===== src/rtl/assert_macros.svh =====
// Assertion macros shared by the route lookup RTL.
`ifndef ASSERT_MACROS_SVH
`define ASSERT_MACROS_SVH

// Clocked property, disabled while reset is held.
`define ASSERT_CLK(lbl, prop, msg) \
  lbl: assert property (@(posedge clk) disable iff (!rst_n) prop) else $error(msg);

// Condition that must never hold outside reset.
`define ASSERT_NEVER(lbl, cond, msg) \
  lbl: assert property (@(posedge clk) disable iff (!rst_n) !(cond)) else $error(msg);

`endif


===== src/rtl/rld_pkg.sv =====
// Shared constants, types and helpers for the route lookup block.
package rld_pkg;

  localparam int TABLE_ENTRIES = 32;
  localparam int PORT_COUNT    = 8;
  localparam int IDX_W         = $clog2(TABLE_ENTRIES);
  localparam int MAX_METRIC    = 15;

  localparam logic       CMD_WRITE  = 1'b0;
  localparam logic       CMD_LOOKUP = 1'b1;

  localparam logic [1:0] ST_FORWARD = 2'd0;
  localparam logic [1:0] ST_UNREACH = 2'd1;
  localparam logic [1:0] ST_TTL     = 2'd2;
  localparam logic [1:0] ST_WRITTEN = 2'd3;

  typedef struct packed {
    logic [31:0] prefix;
    logic [31:0] mask;
    logic [31:0] gateway;
    logic [4:0]  hops;
    logic [2:0]  port;
  } route_ent_t;

  typedef struct packed {
    logic        found;
    logic [4:0]  hops;
    logic [31:0] gateway;
    logic [2:0]  port;
  } scan_res_t;

  function automatic logic port_ok(input logic [2:0] p);
    return 32'(p) < PORT_COUNT;
  endfunction

endpackage


===== src/rtl/rld_route_ram.sv =====
// Single write port, single registered read port route table memory.
module rld_route_ram #(
  parameter int DEPTH = 32,
  parameter int WIDTH = 8
) (
  input  logic                     clk,
  input  logic                     wr_en,
  input  logic [$clog2(DEPTH)-1:0] wr_addr,
  input  logic [WIDTH-1:0]         wr_data,
  input  logic                     rd_en,
  input  logic [$clog2(DEPTH)-1:0] rd_addr,
  output logic [WIDTH-1:0]         rd_data
);

  logic [WIDTH-1:0] mem [DEPTH];
  logic [WIDTH-1:0] rd_data_r;

  always_ff @(posedge clk) begin
    if (wr_en) begin
      mem[wr_addr] <= wr_data;
    end
  end

  always_ff @(posedge clk) begin
    if (rd_en) begin
      rd_data_r <= mem[rd_addr];
    end
  end

  assign rd_data = rd_data_r;

endmodule


===== src/rtl/rld_scan_unit.sv =====
// Longest-prefix match walker: reads every slot once and keeps the best hit.
`include "assert_macros.svh"

module rld_scan_unit (
  input  logic                           clk,
  input  logic                           rst_n,
  input  logic                           start,
  input  logic [31:0]                    key,
  input  logic [rld_pkg::TABLE_ENTRIES-1:0] live,
  output logic                           rd_en,
  output logic [rld_pkg::IDX_W-1:0]      rd_addr,
  input  rld_pkg::route_ent_t            rd_data,
  output logic                           done,
  output rld_pkg::scan_res_t             res
);

  import rld_pkg::*;

  localparam logic [IDX_W-1:0] LAST_IDX = IDX_W'(TABLE_ENTRIES - 1);

  logic             issuing_r, issuing_nxt;
  logic [IDX_W-1:0] idx_r, idx_nxt;
  logic             cmp_v_r;
  logic             cmp_last_r;
  logic             cmp_live_r;
  logic             done_r;
  logic [31:0]      key_r;
  logic             found_r, found_nxt;
  logic [31:0]      best_mask_r;
  logic [4:0]       best_hops_r;
  logic [31:0]      best_gw_r;
  logic [2:0]       best_port_r;
  logic             hit;

  always_comb begin
    issuing_nxt = issuing_r;
    idx_nxt     = idx_r;
    if (start) begin
      issuing_nxt = 1'b1;
      idx_nxt     = '0;
    end else if (issuing_r) begin
      idx_nxt = idx_r + 1'b1;
      if (idx_r == LAST_IDX) begin
        issuing_nxt = 1'b0;
      end
    end
  end

  // Later slot wins on equal masks, hence >=.
  assign hit = cmp_v_r && cmp_live_r &&
               (((rd_data.prefix ^ key_r) & rd_data.mask) == 32'd0) &&
               (!found_r || (rd_data.mask >= best_mask_r));

  assign found_nxt = start ? 1'b0 : (found_r | hit);

  always_ff @(posedge clk) begin
    if (!rst_n) begin
      issuing_r <= 1'b0;
      cmp_v_r   <= 1'b0;
      done_r    <= 1'b0;
      found_r   <= 1'b0;
    end else begin
      issuing_r <= issuing_nxt;
      cmp_v_r   <= issuing_r;
      done_r    <= cmp_v_r && cmp_last_r;
      found_r   <= found_nxt;
    end
  end

  always_ff @(posedge clk) begin
    idx_r      <= idx_nxt;
    cmp_last_r <= (idx_r == LAST_IDX);
    cmp_live_r <= live[idx_r];
    if (start) begin
      key_r <= key;
    end
    if (hit) begin
      best_mask_r <= rd_data.mask;
      best_hops_r <= rd_data.hops;
      best_gw_r   <= rd_data.gateway;
      best_port_r <= rd_data.port;
    end
  end

  assign rd_en       = issuing_r;
  assign rd_addr     = idx_r;
  assign done        = done_r;
  assign res.found   = found_r;
  assign res.hops    = best_hops_r;
  assign res.gateway = best_gw_r;
  assign res.port    = best_port_r;

  `ASSERT_CLK(a_done_pulse, done_r |=> !done_r, "scan done held for more than one cycle")
  `ASSERT_NEVER(a_start_while_issuing, start && issuing_r, "scan restarted mid walk")
  `ASSERT_NEVER(a_start_while_cmp, start && cmp_v_r, "scan restarted during compare")

endmodule


===== src/rtl/route_lookup_forward_decision_core.sv =====
// Top level: route table, lookup sequencer and result register.
//
//  channel | direction | handshake          | payload
//  in_     | input     | in_valid/in_stall  | command, entry_*, dest_address, ttl
//  out_    | output    | out_valid/out_stall| status, out_port, next_hop, new_ttl, metric
//
// A write transaction is accepted and its result is registered at once.
// A lookup walks all TABLE_ENTRIES slots through the one read port of the table
// RAM; a second walk, keyed on the gateway, follows for gateway routes.
// Reset synchronously clears the live bits held in flip-flops; table contents are not cleared.
// in_stall is high while a lookup runs and while an unaccepted result is stalled.
`include "assert_macros.svh"

module route_lookup_forward_decision_core (
  input  logic        clk,
  input  logic        rst_n,
  input  logic        in_valid,
  output logic        in_stall,
  input  logic        in_command,
  input  logic [4:0]  in_entry_index,
  input  logic        in_entry_valid,
  input  logic [31:0] in_entry_prefix,
  input  logic [31:0] in_entry_mask,
  input  logic [31:0] in_entry_gateway,
  input  logic [4:0]  in_entry_metric,
  input  logic [2:0]  in_entry_port,
  input  logic [31:0] in_dest_address,
  input  logic [7:0]  in_ttl,
  output logic        out_valid,
  input  logic        out_stall,
  output logic [1:0]  out_status,
  output logic [2:0]  out_out_port,
  output logic [31:0] out_next_hop,
  output logic [7:0]  out_new_ttl,
  output logic [4:0]  out_route_metric
);

  import rld_pkg::*;

  localparam logic [1:0] S_IDLE  = 2'd0;
  localparam logic [1:0] S_SCAN1 = 2'd1;
  localparam logic [1:0] S_SCAN2 = 2'd2;
  localparam logic [1:0] S_OUT   = 2'd3;

  logic [1:0]              state_r, state_nxt;
  logic [TABLE_ENTRIES-1:0] live_r;
  logic                    in_acc, is_wr, wr_en, out_free;
  logic [IDX_W-1:0]        wr_addr;
  route_ent_t              wr_ent, rd_ent;
  logic                    rd_en;
  logic [IDX_W-1:0]        rd_addr;
  logic                    scan_start, scan_done, scan2_go;
  logic [31:0]             scan_key;
  scan_res_t               res;

  logic [31:0] dest_r;
  logic [7:0]  ttl_r;
  logic [31:0] gw_r, gw_nxt;
  logic [1:0]  pst_r, pst_nxt;
  logic [2:0]  pport_r, pport_nxt;
  logic [31:0] phop_r, phop_nxt;
  logic [7:0]  pttl_r, pttl_nxt;
  logic [4:0]  pmetric_r, pmetric_nxt;

  logic        out_valid_r;
  logic [1:0]  out_status_r;
  logic [2:0]  out_port_r;
  logic [31:0] out_hop_r;
  logic [7:0]  out_ttl_r;
  logic [4:0]  out_metric_r;

  assign out_free = !out_valid_r || !out_stall;
  assign in_stall = (state_r != S_IDLE) || !out_free;
  assign in_acc   = in_valid && !in_stall;
  assign is_wr    = (in_command == CMD_WRITE);
  assign wr_en    = in_acc && is_wr && (32'(in_entry_index) < TABLE_ENTRIES);
  assign wr_addr  = IDX_W'(in_entry_index);

  assign wr_ent.prefix  = in_entry_prefix;
  assign wr_ent.mask    = in_entry_mask;
  assign wr_ent.gateway = in_entry_gateway;
  assign wr_ent.hops    = in_entry_metric;
  assign wr_ent.port    = in_entry_port;

  rld_route_ram #(
    .DEPTH (TABLE_ENTRIES),
    .WIDTH ($bits(route_ent_t))
  ) u_ram (
    .clk     (clk),
    .wr_en   (wr_en),
    .wr_addr (wr_addr),
    .wr_data (wr_ent),
    .rd_en   (rd_en),
    .rd_addr (rd_addr),
    .rd_data (rd_ent)
  );

  rld_scan_unit u_scan (
    .clk     (clk),
    .rst_n   (rst_n),
    .start   (scan_start),
    .key     (scan_key),
    .live    (live_r),
    .rd_en   (rd_en),
    .rd_addr (rd_addr),
    .rd_data (rd_ent),
    .done    (scan_done),
    .res     (res)
  );

  assign scan_key   = (state_r == S_IDLE) ? in_dest_address : res.gateway;
  assign scan_start = (in_acc && !is_wr) || scan2_go;

  always_comb begin
    state_nxt   = state_r;
    gw_nxt      = gw_r;
    pst_nxt     = pst_r;
    pport_nxt   = pport_r;
    phop_nxt    = phop_r;
    pttl_nxt    = pttl_r;
    pmetric_nxt = pmetric_r;
    scan2_go    = 1'b0;
    unique case (state_r)
      S_IDLE: begin
        if (in_acc && !is_wr) begin
          state_nxt = S_SCAN1;
        end
      end
      S_SCAN1: begin
        if (scan_done) begin
          pmetric_nxt = res.found ? res.hops : 5'd0;
          gw_nxt      = res.gateway;
          pport_nxt   = 3'd0;
          phop_nxt    = 32'd0;
          pttl_nxt    = 8'd0;
          pst_nxt     = ST_UNREACH;
          state_nxt   = S_OUT;
          priority if (!res.found || (res.hops > 5'(MAX_METRIC))) begin
            pst_nxt = ST_UNREACH;
          end else if (ttl_r <= 8'd1) begin
            pst_nxt = ST_TTL;
          end else if (res.hops == 5'd0) begin
            if (port_ok(res.port)) begin
              pst_nxt   = ST_FORWARD;
              pport_nxt = res.port;
              phop_nxt  = dest_r;
              pttl_nxt  = ttl_r - 8'd1;
            end
          end else begin
            scan2_go  = 1'b1;
            state_nxt = S_SCAN2;
          end
        end
      end
      S_SCAN2: begin
        if (scan_done) begin
          state_nxt = S_OUT;
          if (res.found && port_ok(res.port)) begin
            pst_nxt   = ST_FORWARD;
            pport_nxt = res.port;
            phop_nxt  = gw_r;
            pttl_nxt  = ttl_r - 8'd1;
          end else begin
            pst_nxt = ST_UNREACH;
          end
        end
      end
      S_OUT: begin
        if (out_free) begin
          state_nxt = S_IDLE;
        end
      end
    endcase
  end

  always_ff @(posedge clk) begin
    if (!rst_n) begin
      state_r     <= S_IDLE;
      live_r      <= '0;
      out_valid_r <= 1'b0;
    end else begin
      state_r <= state_nxt;
      if (wr_en) begin
        live_r[wr_addr] <= in_entry_valid;
      end
      if ((in_acc && is_wr) || (state_r == S_OUT && out_free)) begin
        out_valid_r <= 1'b1;
      end else if (!out_stall) begin
        out_valid_r <= 1'b0;
      end
    end
  end

  always_ff @(posedge clk) begin
    if (in_acc && !is_wr) begin
      dest_r <= in_dest_address;
      ttl_r  <= in_ttl;
    end
    gw_r      <= gw_nxt;
    pst_r     <= pst_nxt;
    pport_r   <= pport_nxt;
    phop_r    <= phop_nxt;
    pttl_r    <= pttl_nxt;
    pmetric_r <= pmetric_nxt;
    if (in_acc && is_wr) begin
      out_status_r <= ST_WRITTEN;
      out_port_r   <= 3'd0;
      out_hop_r    <= 32'd0;
      out_ttl_r    <= 8'd0;
      out_metric_r <= 5'd0;
    end else if (state_r == S_OUT && out_free) begin
      out_status_r <= pst_r;
      out_port_r   <= pport_r;
      out_hop_r    <= phop_r;
      out_ttl_r    <= pttl_r;
      out_metric_r <= pmetric_r;
    end
  end

  assign out_valid        = out_valid_r;
  assign out_status       = out_status_r;
  assign out_out_port     = out_port_r;
  assign out_next_hop     = out_hop_r;
  assign out_new_ttl      = out_ttl_r;
  assign out_route_metric = out_metric_r;

  `ASSERT_CLK(a_done_in_scan, scan_done |-> (state_r == S_SCAN1 || state_r == S_SCAN2), "scan done outside a walk")
  `ASSERT_CLK(a_fwd_ttl, (out_valid_r && out_status_r == ST_FORWARD) |-> (out_ttl_r != 8'd0), "forwarded with zero TTL")
  `ASSERT_NEVER(a_wr_during_scan, wr_en && (state_r != S_IDLE), "table written during a lookup")

endmodule

===== config.mk =====
export PLATFORM = sky130hd
export DESIGN_NAME = route_lookup_forward_decision_core
export DESIGN_NICKNAME = d
export VERILOG_FILES = /design/src/rtl/rld_pkg.sv /design/src/rtl/rld_route_ram.sv /design/src/rtl/rld_scan_unit.sv /design/src/rtl/route_lookup_forward_decision_core.sv
export VERILOG_INCLUDE_DIRS = /design/src /design/src/rtl
export SDC_FILE = /design/constraint.sdc
export NUM_CORES = 2
export LEC_CHECK = 0
export BUFFER_PORTS_ARGS = -buffer_cell sky130_fd_sc_hd__buf_4
export CAP_MARGIN = 20
export CORE_ASPECT_RATIO = 1.5
export CORE_MARGIN = 4
export CORE_UTILIZATION = 25
export CTS_CLUSTER_DIAMETER = 60
export CTS_CLUSTER_SIZE = 24
export DETAILED_ROUTE_END_ITERATION = 16
export SLEW_MARGIN = 20
export SYNTH_ARGS = -nofsm -noshare
export SYNTH_HDL_FRONTEND = slang
export SYNTH_SLANG_ARGS = --single-unit
export TNS_END_PERCENT = 10

===== constraint.sdc =====
create_clock -name clk -period 12.2 [get_ports clk]
set_input_delay 3.05 -clock clk [delete_from_list [all_inputs] [get_ports clk]]
set_output_delay 3.05 -clock clk [all_outputs]
set_load 0.01 [all_outputs]

# Yosys cells after proc, flatten, opt, wreduce, memory -nomap -nowiden
# Memory sizes are Yosys's and may differ from the RTL's. A register that Yosys moved wholly into a read port is not among the register bits.
# Cells that the tools add are included.
# classes
add_sub_neg	2
order_cmp	6
n_eq_ne	10
mux	54
bitwise_logic	5
n_reduce_logical	30
# ops
operator	n
2-to-1 mux 32 bit	7
one-hot mux 32 bit (2 select lines)	1
2-to-1 mux 8 bit	6
AND 32 bit	1
bitwise mux 32 bit	1
greater-or-equal comparator 32 bit	1
zero test 32 bit	1
XOR 32 bit	1
2-to-1 mux 1 bit	19
2-to-1 mux 3 bit	6
2-to-1 mux 2 bit	8
one-hot mux 8 bit (2 select lines)	1
less-than comparator 5 x 6 -> 1 bit (second input constant)	2
!= test 2 x 1 -> 1 bit (second input constant)	5
logical AND 1 bit	9
<= comparator 8 x 1 -> 1 bit (second input constant)	1
one-hot mux 2 bit (4 select lines)	1
AND reduction 4 bit	2
subtractor 8 x 1 -> 8 bit (second input constant)	1
logical OR 1 bit	6
one-hot mux 3 bit (2 select lines)	1
adder 5 x 1 -> 5 bit (second input constant)	1
binary-select mux 1 bit (select 5 bit)	1
demux 1 bit (select 5 bit)	1
other kinds (16)	23
# word_totals
regBits	322
ramBits	3328
input_bits	155
out_inout_bits	52
word_cells	136
memories	1
# mem_list
memory	words	word_bits	rd	rd_ports_with_merged_regs	wr	line	source
u_ram.mem	32	104	1	1	1	rld_route_ram.sv:15	logic [WIDTH-1:0] mem [DEPTH];

# Longest topological paths before layout
# depth
ltp_word	9
mapped_depth	10
depth_no_buf	8

# Cells and area by module
# A second synthesis with hierarchy kept.
# unflattened
hier_cells	7039
area_unflattened_um2	142797.0
# modules_own_cells
mod	instances	cells_per_inst	area_each_um2	seq_area_each_um2
rld_route_ram	1	6040	129470.4	103058.8
route_lookup_forward_decision_core	1	652	8169.1	5365.1
rld_scan_unit	1	347	5157.4	3343.2

# Worst setup path before layout
# OpenSTA, ideal clock, no wires.
# synth_timing
path_type	input to register
start	input port out_stall
end	memory u_ram.mem[12][0] (netlist name), enable pin
setup_time_ns	0.568
t_arrival_ns	8.596
required_time_ns	11.632
setup_slack_ns	3.036
path_stages	6
path_buffers	1
cell_sequence	a21bo_2 -> or3b_1 -> clkbuf_1 -> nor2_1 -> nand3_1 -> nor2_1
# synth_via
elab_chain_len	9
# synth_lines
item	line	source
from (decl)	route_lookup_forward_decision_core.sv:30	input logic out_stall,
zero test 1 bit	n/a	
logical OR 1 bit	route_lookup_forward_decision_core.sv:72	assign out_free = !out_valid_r || !out_stall;
zero test 1 bit	route_lookup_forward_decision_core.sv:73	assign in_stall = (state_r != S_IDLE) || !out_free;
logical OR 1 bit	route_lookup_forward_decision_core.sv:73	
zero test 1 bit	route_lookup_forward_decision_core.sv:74	assign in_acc = in_valid && !in_stall;
logical AND 1 bit	route_lookup_forward_decision_core.sv:74	
logical AND 1 bit	route_lookup_forward_decision_core.sv:76	assign wr_en = in_acc && is_wr && (32'(in_entry_index) < TABLE_ENTRIES);
2-to-1 mux 1 bit	rld_route_ram.sv:19	if (wr_en) begin
2-to-1 mux 1 bit (implied by the code)	rld_route_ram.sv:20	mem[wr_addr] <= wr_data;
to (decl)	rld_route_ram.sv:15	
# Every way passes these cells.

# Final worst setup path
# layout_timing
start	input port out_stall
end	output port in_stall
# layout_via
elab_chain_len	4
# layout_lines
item	line	source
zero test 1 bit	n/a	
logical OR 1 bit	route_lookup_forward_decision_core.sv:72	
zero test 1 bit	route_lookup_forward_decision_core.sv:73	
logical OR 1 bit	route_lookup_forward_decision_core.sv:73	
to (decl)	route_lookup_forward_decision_core.sv:18	output logic in_stall,
# Every way passes these cells.

==> flow_summary.yaml <==
floorplanning:
  die_x_um: 622.6
  core_um2: 564600
  die-area_um2: 579000
  die_y_um: 930.0
  std_cell_rows: 338
  io_pins: 207
  initial_core_util_pct: 25.09
final_layout:
  fin_area_um2: 158600
  drive_above_1_share_pct: 29.37
  nets: 6264
  syn_to_final_growth_pct: 11.92
  fin_util_pct: 28.08
global_route:
  grt_pass1_wl_um: 515100
  grt_overflow: 0
  antenna_found_initial: 57
  grt_max_degree: 146
  grt.total_usage_pct: 12.36
  grt_pass1_vias: 64770
yosys:
  synth_edf_count: 3658
  netlist_area_um2: 141700
  synth_seq_cells: 3754
  synth_top_area_cell: "edfxtp_1"
  synth_cell_types: 53
  synth_nets: 6022
  synth.top_cell.area_share_pct: 77.54
  ys_warn_count: 0
  synth_area_per_cell_um2: 24.31
  synthFlopType: "edfxtp_1"
  ys_seq_area_share_pct: 78.89
  synthTopCellsByArea: "edfxtp_1, mux4_2, dfxtp_1"
  synthCells: 5827
  async_flop_share_pct: 0
clock_network:
  post_cts_buffers: 0
  h-tree-depth: 4
  cts.sinks: 3754
  clock_path_buffers: 4
  root_buffer: "clkbuf_16"
  cts.hold.buffers_added: 0
  cts_buffers: 190
  cts_resized: 0
  cts.clk_slew.worst_paths_ns: 0.09
  cts_tree: "yes"
  insertion_delay_ns: 0.92
sta:
  fin_ws_ns: 5.518
  skew_ns: 0.08502
  worst_slew_pin_slew_ns: 1.090
  rsz0062_at_grt: "no"
  setup_viol: 0
  fmax_mhz: 149.6
  finalCritPeriodShare_pct: 54.77
  fin_crit_ns: 6.682
  timing.final.hold_violations: 0
  relSlewSlack_pct: 27.34
  setup_tns_ns: 0
  drv_slew: 0
  holdWs_ns: 0.4133
power_and_ir_drop:
  p_sw_mw: 6.999
  p_sw_share_pct: 25.74
  irDropWorstVdd_mv: 0.2012
  leakagePower_nw: 45.83
  combinationalPowerShare_pct: 20.6
  internal_power_mw: 20.20
  power_density_nw_per_um2: 171.5
  clock_power_share_pct: 25.5
  p_seq_share_pct: 53.8
drt:
  vias: 62830
  avgViaCountPerCell: 4.600
  drc: 0
  routedWlPerCell_um: 27.07
  drtIter0Drc: 6598
  ant_nets: 0
  first_pass_iters: 6
  wl_um: 369700
worst_setup_path:
  critPathRequiredTime_ns: 9.15
  critPathMaxFanout: 5
  endpoint_kind: "output pin"
  critPathArrivalTime_ns: 3.63
  start_kind: "input port"
  crit_type: "in2out"
worst_hold_path:
  hold_path.class: "reg2reg"
run:
  maxCapViolations: 0
placed_design:
  dpl_cell_area_um2: 153000
  gp_congestion: 0.7776
  io_buffers: 206
  dp.final_hpwl_um: 214900
  pre_cts_slack_ns: 4.868
outcome:
  status: "finished, final reports clean"
-- final timing paths --
kind         depth (start not counted)                   end  slack, ns               from
max reg2reg                         10     u_ram.mem[21][43]       6.77         state_r[0]
min                                  0  u_scan.best_gw_r[16]       0.41  u_ram.rd_data[24]
max                                  3              in_stall       5.52          out_stall
min reg2reg                          0  u_scan.best_gw_r[16]       0.41  u_ram.rd_data[24]
-- worst max-delay path: stages --
cell and delay, ns:
buf_4 0.12, a21bo_2 0.29, buf_4 0.17
-- per-layer routing --
layer | vias up | GRT usage, % | routed length [µm]
li1 | 25210 | - | -
met1 | 34770 | 15.32 | 142300
met2 | 2243 | 22.40 | 194600
met3 | 565 | 1.557 | 20610
met4 | 36 | 3.706 | 11970
met5 | - | 0 | 220
-- power by group through the flow --
stage                     clock network (mW)  logic, mW  registers [mW]
after detailed placement                   0       5.71            15.0
after CTS                               7.15       5.73            14.7
final                                   6.95       5.61            14.6
after global routing                    7.58       5.96            14.7
after global placement                     0       5.64            15.0
after floorplan                            0       3.97            14.8
-- sequential cells by signal, summed over array words and instances (netlist names), 32 cells and up --
| register | count |
|---|---|
| u_ram.rd_data | 104 |
| gw_r | 32 |
| out_next_hop | 32 |
| live_r | 32 |
| u_scan.best_mask_r | 32 |
| dest_r | 32 |
| u_scan.best_gw_r | 32 |
| phop_r | 32 |
| u_scan.key_r | 32 |
| u_ram.mem | 3328 |
-- cell usage in the layout (no fill, tap or decap), types with 33 or more instances in the layout --
| master | netlist | layout |
|---|---|---|
| nor2_4 | 0 | 33 |
| buf_4 | 0 | 314 |
| o21ai_1 | 33 | 33 |
| nor2_1 | 66 | 33 |
| a21oi_1 | 90 | 89 |
| mux2_2 | 134 | 134 |
| xor2_1 | 37 | 37 |
| ha_1 | 40 | 38 |
| a22o_1 | 34 | 34 |
| nand2_1 | 133 | 132 |
| inv_1 | 38 | 37 |
| edfxtp_1 | 3658 | 3658 |
| dfxtp_1 | 96 | 90 |
| mux4_2 | 1050 | 1050 |
| clkbuf_1 | 189 | 48 |
| clkbuf_16 | 0 | 193 |
-- kinds of logic (layout without fill, tap and decap cells) --
kind of cell    after synthesis  in the layout  share of synthesized area (%)
fa+ha+maj                    40             40                         0.3533
flops                      3754           3754                          78.89
compound gates              194            194                         0.8488
buf+inv                     333            656                         0.9706
mux                        1190           1190                          17.80
xor+xnor                     41             41                         0.2535
other cells                   0             30                              0
simple gates                275            275                         0.8779
-- Yosys cell counts, drive strengths merged, types with 4 or more instances --
cell type,count
nand2b,4
clkbuf,189
mux2,137
nor2,66
inv,38
and2,7
nand3,18
nand2,133
xnor2,4
a211oi,4
a22oi,10
edfxtp,3658
o21ai,34
mux4,1050
xor2,37
dfxtp,96
buf,105
nor2b,7
a21oi,90
a22o,34
nor3,4
a21o,6
nand4,15
ha,40
-- final cells by class --
| class | instances | area, µm² |
|---|---|---|
| Fill cell | 54710 | 406000 |
| Clock inverter | 30 | 356.6 |
| Timing Repair Buffer | 344 | 2952 |
| Sequential cell | 3754 | 111800 |
| Multi-Input combinational cell | 1740 | 28840 |
| Tap cell | 7480 | 9359 |
| Antenna cell | 30 | 75.07 |
| Clock buffer | 243 | 5037 |
| Inverter | 39 | 146.4 |
-- through the flow --
stage / total power, mW / std cells
3_3_place_gp: 20.60 / 13350
6_report: 27.19 / 13660
5_1_grt: 28.21 / 13640
4_1_cts: 27.55 / 13630
2_1_floorplan: 18.81 / 5827
3_5_place_dp: 20.67 / 13350
Power figures use the tool's default switching activity.
